**src/rtl/assert_macros.svh**
```systemverilog
// Assertion macros used by the top-level RTL file.
`ifndef ASSERT_MACROS_SVH
`define ASSERT_MACROS_SVH

`ifndef SYNTHESIS

// Property that must hold at every clock edge outside reset.
`define AST_HOLDS(label, clk, rst, prop, msg) \
   label: assert property (@(posedge clk) disable iff (rst) (prop)) else $error(msg);

// Condition that must never be seen outside reset.
`define AST_NEVER(label, clk, rst, cond, msg) \
   label: assert property (@(posedge clk) disable iff (rst) !(cond)) else $error(msg);

`else

`define AST_HOLDS(label, clk, rst, prop, msg)
`define AST_NEVER(label, clk, rst, cond, msg)

`endif

`endif

```
**src/rtl/abfc_pkg.sv**
```systemverilog
// Types, constants and threshold functions of the audio backlog flow control.
package abfc_pkg;

   localparam int TIME_BITS_DEF = 48;
   localparam int NOW_W         = 48;
   localparam int BYTES_W       = 48;
   localparam int COUNT_W       = 16;
   localparam int CAP_W         = 20;
   localparam int MS_W          = 16;
   localparam int LIM_W         = 23;
   localparam int Y_W           = 26;  // rounded-up backlog numerator, < 65536000
   localparam int RECIP_W       = 27;
   localparam int DIV_SHIFT     = Y_W + 10;

   localparam int US_PER_MS     = 1000;
   localparam int CAP_MIN       = 120;
   localparam int PAUSE_CAP     = 5000;
   localparam int RESUME_CAP    = 1500;
   localparam int RESEND_US     = 2000 * US_PER_MS;
   localparam int LOW_BACKLOG_X = 255 * US_PER_MS;    // backlog below 256 ms
   localparam int SAT_X         = 65535 * US_PER_MS;  // backlog above 65535 ms

   // limits for the reset capacity of 8192 ms
   localparam logic [LIM_W-1:0] PAUSE_LIM_RST  = LIM_W'((PAUSE_CAP - 1) * US_PER_MS);
   localparam logic [LIM_W-1:0] RESUME_LIM_RST = LIM_W'(RESUME_CAP * US_PER_MS);

   // ceil(2^DIV_SHIFT / 1000): exact floor division for any Y_W-bit value
   localparam logic [RECIP_W-1:0] MS_RECIP =
      RECIP_W'(((64'd1 << DIV_SHIFT) + 64'd999) / 64'd1000);

   localparam logic [1:0] REPEAT_COUNT = 2'd2;

   typedef enum logic [1:0] {
      FUNC_DELIVER = 2'd0,
      FUNC_TICK    = 2'd1,
      FUNC_ARM     = 2'd2,
      FUNC_DISARM  = 2'd3
   } func_type;

   // 1000 * (min(5000, cap*5/8) - 1): backlog >= pause threshold <=> x > this
   function automatic logic [LIM_W-1:0] pause_limit(input logic [CAP_W-1:0] cap);
      logic [CAP_W+2:0] cap5;
      logic [CAP_W-1:0] cp;
      logic [12:0]      p;
      cap5 = (CAP_W+3)'(cap) + ((CAP_W+3)'(cap) << 2);
      cp   = cap5[CAP_W+2:3];
      p    = (cp < CAP_W'(PAUSE_CAP)) ? 13'(cp) : 13'(PAUSE_CAP);
      return LIM_W'(13'(p - 13'd1)) * LIM_W'(US_PER_MS);
   endfunction

   // 1000 * min(1500, cap*3/16): backlog <= resume threshold <=> x <= this
   function automatic logic [LIM_W-1:0] resume_limit(input logic [CAP_W-1:0] cap);
      logic [CAP_W+1:0] cap3;
      logic [CAP_W-3:0] cr;
      logic [10:0]      r;
      cap3 = (CAP_W+2)'(cap) + ((CAP_W+2)'(cap) << 1);
      cr   = cap3[CAP_W+1:4];
      r    = (cr < (CAP_W-2)'(RESUME_CAP)) ? 11'(cr) : 11'(RESUME_CAP);
      return LIM_W'(r) * LIM_W'(US_PER_MS);
   endfunction

endpackage

```
**src/rtl/abfc_ms_div.sv**
```systemverilog
// Backlog divide by 1000 through a reciprocal multiply, registered.
module abfc_ms_div import abfc_pkg::*; (
   input  logic            clock,
   input  logic            load,
   input  logic [Y_W-1:0]  y,
   output logic [MS_W-1:0] ms
);

   logic [Y_W+RECIP_W-1:0] prod;
   logic [MS_W-1:0]        ms_ff;
   logic [MS_W-1:0]        ms_in;

   assign prod  = (Y_W+RECIP_W)'(y) * (Y_W+RECIP_W)'(MS_RECIP);
   assign ms_in = prod[DIV_SHIFT +: MS_W];  // quotient never exceeds 65535

   always_ff @(posedge clock) begin
      if (load) begin
         ms_ff <= ms_in;
      end
   end

   assign ms = ms_ff;

endmodule
```
**config.mk**
```make
export PLATFORM = sky130hd
export DESIGN_NAME = abfc_ms_div
export DESIGN_NICKNAME = d
export VERILOG_FILES = /design/src/rtl/assert_macros.svh /design/src/rtl/abfc_pkg.sv /design/src/rtl/abfc_ms_div.sv
export SDC_FILE = /design/constraint.sdc
export NUM_CORES = 1
export LEC_CHECK = 0
export BUFFER_PORTS_ARGS = -buffer_cell sky130_fd_sc_hd__clkbuf_2
export CORE_MARGIN = 2
export CORE_UTILIZATION = 53
export CTS_CLUSTER_DIAMETER = 200
export CTS_CLUSTER_SIZE = 25
export DETAILED_ROUTE_END_ITERATION = 16
export PLACE_DENSITY = 0.7
export SETUP_SLACK_MARGIN = 0.5
export SLEW_MARGIN = 40
export SYNTH_ARGS = -nofsm -noshare
export SYNTH_HDL_FRONTEND = slang
export SYNTH_SLANG_ARGS = --single-unit
```
**constraint.sdc**
```tcl
create_clock -name clock -period 8.6 [get_ports clock]
set_input_delay 1.29 -clock clock [delete_from_list [all_inputs] [get_ports clock]]
set_output_delay 1.29 -clock clock [all_outputs]
set_load 0.01 [all_outputs]
```
# Word-level counts from Yosys, hierarchy flattened
# Cells that the tools add are included.
# totals
output_inout_bits,16
in_bits,28
ff_bits,16
elab_cells,2
# op_classes
mul,1
# op_table
cell,n
$mul 26x27->52 const B,1

# Logic depth before layout (Yosys ltp)
# Gate-level depths: netlist of run 1.
# logic_depth
ltp_word,1
ltp_mapped,24
depth_no_buf,24

# Worst setup path before layout of run 1
# Ideal clock, no wire load.
# synth_path
kind,input to register
from,in y[23]
to,"reg ms_ff[13] (netlist: ms[13]), data pin"
slack_ns,1.600
arrival_ns,6.744
path_stages,20
required_time_ns,8.345
setup_ns,0.255
path_buffers,0
cell_sequence,fa_1 inv_1 fa_1 fa_1 inv_1 fa_1 fa_1 inv_1 fa_1 inv_1 fa_1 ha_1 nand2_1 or4_4 or2_1 o32a_1 o21ai_2 a2bb2oi_4 mux2i_1 nor2_1
# synth_via
elab_chain_len,1
# synth_rtl
element,line,source
start: declaration,abfc_ms_div.sv:5,"input logic [Y_W-1:0] y,"
$mul 26x27->52,abfc_ms_div.sv:13,assign prod = (Y_W+RECIP_W)'(y) * (Y_W+RECIP_W)'(MS_RECIP);
net prod[49],abfc_ms_div.sv:9,logic [Y_W+RECIP_W-1:0] prod;
end signal: assignment,abfc_ms_div.sv:18,ms_ff <= ms_in;
end: declaration,abfc_ms_div.sv:10,logic [MS_W-1:0] ms_ff;
# The timed path passes the listed nets, and every way through them passes these cells.
# A chain may end at the register's enable or synchronous reset.

# Worst setup path after layout of run 1
# layout_path
from,in y[20]
to,"reg ms_ff[10] (netlist: ms[10]), data pin"
# The elaborated chain is that of the path after synthesis.

==> results.toml, run 1 <==
[route]
drt-total-wl_um = 26600
route.detailed.wl_per_inst_um = 18.3
detailroute.via_count = 7586
drc = 0
first_pass_iters = 4
viasPerCell = 5.20
post_detailed_route_count_of_antenna_violating_nets = 0
drt_iter0_drc = 397

[global_route]
grt_first_pass_wirelength_um = 45100
grt_antenna_before_repair = 0
overall_track_demand_over_capacity_in_global_routing = 0.266
grt_max_degree = 17
globalRouteOverflowTotal = 0
grt_pass1_vias = 8474

[cells_and_area]
insertedDiodeCount = 0
layout-area-overhead-vs-synth_pct = 5.29
final_layout_size_suffix_gt1_frac = 0.0513
final_design_area_no_fill_um2 = 11700
finalNetCount = 1697
largest_register_ff_count = 16

[worst_setup_path]
timing.critical_path.mode_cell = "fa_1"
critical-path-max-stage-delay_ns = 0.54
critical_path.max_fanout = 8
worst_ep_required_time_ns = 8.58
cpLargestDelayFamily = "adder cells"
timing_worst_setup_path_type = "in2reg"
worstPathArrival_ns = 7.47
critPathLaunchType = "input pin"
slowest_stage = "fa_1"
critical_path_cell_sequence = "clkbuf_2 -> inv_1 -> fa_1 -> inv_1 -> fa_1 -> fa_1 -> fa_1 -> fa_1 -> fa_1 -> inv_1 -> fa_1 -> inv_1 -> ha_1 -> nand4_1 -> or2_2 -> a2111oi_0 -> o31a_1 -> nor2b_1 -> a21boi_1 -> xnor2_1"
critPathBufInv = 5
worstSetupEndpointType = "flip-flop"

[placed_design]
port_buffers = 43
place.detailed.hpwl_um = 24300
place_congestion = 0.898
post_placement_cell_area_um2 = 11600

[floorplan]
die_y_um = 149
die-area_um2 = 22100
rows = 52
initial_utilization = 0.544
top_level_ports = 44
core-area_um2 = 20400
chipWidth_um = 149

[clock_tree]
cts_inserted_buffers = 3
clock-root-buffer = "clkbuf_16"
post_cts_setup_buffers = 0
ctsResizeCount = 0
clockBufferDepth = 2
tritoncts = "done"
hold_buffers = 0
numClockSinks = 16
path_clk_slew_ns = 0.05
htreeDepth = 1

[synth]
syn_area_cell_um2 = 9.66
synthTopCellsByArea = "fa_1 (38%), ha_1 (30%), inv_1 (13%)"
dominant_combinational_cell_family_by_area_after_synthesis = "adder cells"
postSynth.topFlopCell = "edfxtp_1"
post_synth_mux_area_share = 0.000901
synthesis.area_um2 = 11100
share_of_yosys_cell_area_claimed_by_the_top_area_cell_type = 0.382
synthArstFlopShare = 0
synthAdderAreaFrac = 0.683
post_synth_edffs = 16
synth_warnings = 0
synthDominantAreaCellType = "fa_1"
synth_compound_gate_area_share = 0.0740
ys_types = 52
synth_xor_area_frac = 0.0126
synthesis.instances = 1150
most_common_cell_in_the_synthesized_netlist = "inv_1"
synth.ff_latch_count = 16
syn_nets = 1657
synth.yosys.seq_area_share = 0.0432
synth_simple_gate_area_frac = 0.0503
synth_top_cells_by_count = "inv_1 (393), ha_1 (267), fa_1 (212)"

[status]
outcome = "finished, final reports clean"

[timing]
max-slew-margin-rel = 0.629
report.final.setup_viol = 0
tightest_slew_ns = 0.551
finalHoldWorstSlack_ns = 1.58
setup-tns-final_ns = 0
layout_worst_path_cycle_share = 0.871
report.final.hold_viol_count = 0
rsz0062_at_grt = "no"
slew_violations = 0
layout_min_cycle_time_ns = 7.49
max_clock_freq_ghz = 0.133

[hold_path]
min_path_type = "in2reg"

[flow_run]
drv_cap = 0
==> kinds of logic after synthesis <==
kind of cell | count (synthesis)
muxes | 1
buffers and inverters | 401
adders and majority gates | 479
and+or+nand+nor | 109
xor gates and xnor gates | 16
AOI/OAI and AO/OA | 128
DFF | 16
==> layout make-up <==
type | instances | area, um^2
sequential | 16 | 480
inverter | 393 | 1480
clock buffer | 3 | 75.1
multi-input combinational | 733 | 9120
tap | 270 | 338
timing repair buffer | 43 | 215
fill | 1801 | 8730
==> through the flow <==
stage | utilization | worst slack [ns] | cells
after floorplan | - | 1.60 | 1150
after global placement | 0.569 | 0.979 | 1455
after detailed placement | 0.569 | 0.924 | 1455
after CTS | 0.573 | 1.14 | 1458
after global routing | 0.573 | 0.743 | 1458
final | 0.573 | 1.11 | 1458
==> cells in the final DEF, fill, tap and decap left out, types with 4 or more instances in the layout <==
cell / Yosys / routed
nand2_1: 28 / 28
xnor2_1: 12 / 12
o21ai_0: 22 / 22
nand4_1: 15 / 15
o211ai_1: 10 / 10
xor2_1: 4 / 4
clkbuf_2: 0 / 43
or2_2: 4 / 4
edfxtp_1: 16 / 16
nor3_1: 7 / 7
nor2_1: 18 / 18
fa_1: 212 / 212
a21o_1: 14 / 14
a21oi_1: 48 / 48
nand3_1: 14 / 14
a211oi_1: 7 / 7
ha_1: 267 / 267
inv_1: 393 / 393
==> metal layers <==
layer	GRT usage	wire length, um
met1	0.376	12500
met4	0.0695	744
met5	0	0
met3	0.0349	1260
met2	0.438	12100
==> path summary, 6_finish.rpt <==
path | start | slack [ns] | cells after the start | end
setup / recovery | y[20] | 1.11 | 20 | ms[10]
hold / removal | load | 1.58 | 1 | ms[2]
Power of run 1 is left out: the tool's default activity adds up to more than one toggle a clock period on the data nets, which glitch-free logic cannot reach.
==> run 2: changes to the inputs <==
Settings changed: PLACE_DENSITY 0.7 to 0.73, RECOVER_POWER from default to 25, SETUP_SLACK_MARGIN 0.5 to 0.02.
==> results.toml, run 2 (synthesized netlist as in run 1, its figures left out) <==
[route]
route.detailed.wl_per_inst_um = 18.3
drt_iter0_drc = 415
first_pass_iters = 4
post_detailed_route_count_of_antenna_violating_nets = 0
viasPerCell = 5.27
drt-total-wl_um = 26600
drc = 0
detailroute.via_count = 7691

[placed_design]
place.detailed.hpwl_um = 24100
preCtsSetupSlack_ns = 0.881
place_congestion = 0.930
port_buffers = 43

[clock_tree]
post_cts_setup_buffers = 0
numClockSinks = 16
tritoncts = "done"
hold_buffers = 0
path_clk_slew_ns = 0.05
clockBufferDepth = 2
clock-root-buffer = "clkbuf_16"
cts_inserted_buffers = 3
htreeDepth = 1
ctsResizeCount = 0

[floorplan]
rows = 52
top_level_ports = 44
die-area_um2 = 22100
chipWidth_um = 149
core-area_um2 = 20400
die_y_um = 149
initial_utilization = 0.544

[worst_setup_path]
worstSetupEndpointType = "flip-flop"
critPathLaunchType = "input pin"
timing_worst_setup_path_type = "in2reg"
worstPathArrival_ns = 7.47
critical_path.max_fanout = 8
worst_ep_required_time_ns = 8.59

[cells_and_area]
utilization = 0.573
insertedDiodeCount = 0
mostFrequentLayoutCell = "inv_1"
final_layout_size_suffix_gt1_frac = 0.0505
layout-area-overhead-vs-synth_pct = 5.31
largest_register_ff_count = 16
finalNetCount = 1697
most_frequent_cells_in_the_layout = "inv_1 (393), ha_1 (267), fa_1 (212)"

[flow_run]
drv_cap = 0

[timing]
layout_min_cycle_time_ns = 7.48
slew_violations = 0
max_clock_freq_ghz = 0.134
rsz0062_at_grt = "no"
finalHoldWorstSlack_ns = 1.71
layout_worst_path_cycle_share = 0.870
report.final.hold_viol_count = 0
max-slew-margin-rel = 0.407
setup_slack_ns = 1.12
tightest_slew_ns = 0.890
setup-tns-final_ns = 0
report.final.setup_viol = 0

[global_route]
overall_track_demand_over_capacity_in_global_routing = 0.262
grt_first_pass_wirelength_um = 44200
grt_antenna_before_repair = 0
grt_max_degree = 17
grt_pass1_vias = 8350
globalRouteOverflowTotal = 0

[status]
outcome = "finished, final reports clean"

[hold_path]
min_path_type = "in2reg"
==> run 2: changes by cell type in the layout (fill, tap and decap cells not counted) <==
cell      previous run  this run
clkbuf_1             0         1
clkbuf_2            43        42
clkinv_1             0         1
==> run 2: worst max-delay path, stage by stage <==
cell,delay [ns]
clkbuf_2,0.25
inv_1,0.12
fa_1,0.48
fa_1,0.55
inv_1,0.06
fa_1,0.57
fa_1,0.46
fa_1,0.47
fa_1,0.49
inv_1,0.05
fa_1,0.48
inv_1,0.04
ha_1,0.32
nand4_1,0.25
or2_2,0.38
a2111oi_0,0.41
o31a_1,0.24
nor2b_1,0.28
a21boi_1,0.13
xnor2_1,0.14
==> run 2: path summary, 6_finish.rpt <==
path | start | end | slack, ns | depth (start not counted)
min | load | ms[3] | 1.71 | 1
max | y[20] | ms[10] | 1.12 | 20
==> run 2: stage by stage <==
stage	area (um^2)	instances
6_report	11700	1459
2_1_floorplan	11100	1150
3_3_place_gp	11600	1455
3_5_place_dp	11600	1455
5_1_grt	11700	1459
4_1_cts	11700	1459
==> run 2: layout make-up <==
class / instances / area, um^2
Clock buffer: 3 / 75.1
Clock inverter: 1 / 3.75
Fill cell: 1799 / 8730
Inverter: 393 / 1480
Multi-Input combinational cell: 733 / 9120
Sequential cell: 16 / 480
Tap cell: 270 / 338
Timing Repair Buffer: 43 / 214
==> run 2: metal layers <==
layer	vias up	share of wire	track usage
met4	0	0.025	0.0562
met3	49	0.053	0.0220
met5	-	0	0
met2	212	0.46	0.438
met1	3765	0.46	0.376
li1	3665	-	-
Power of run 2 is left out for the same reason.
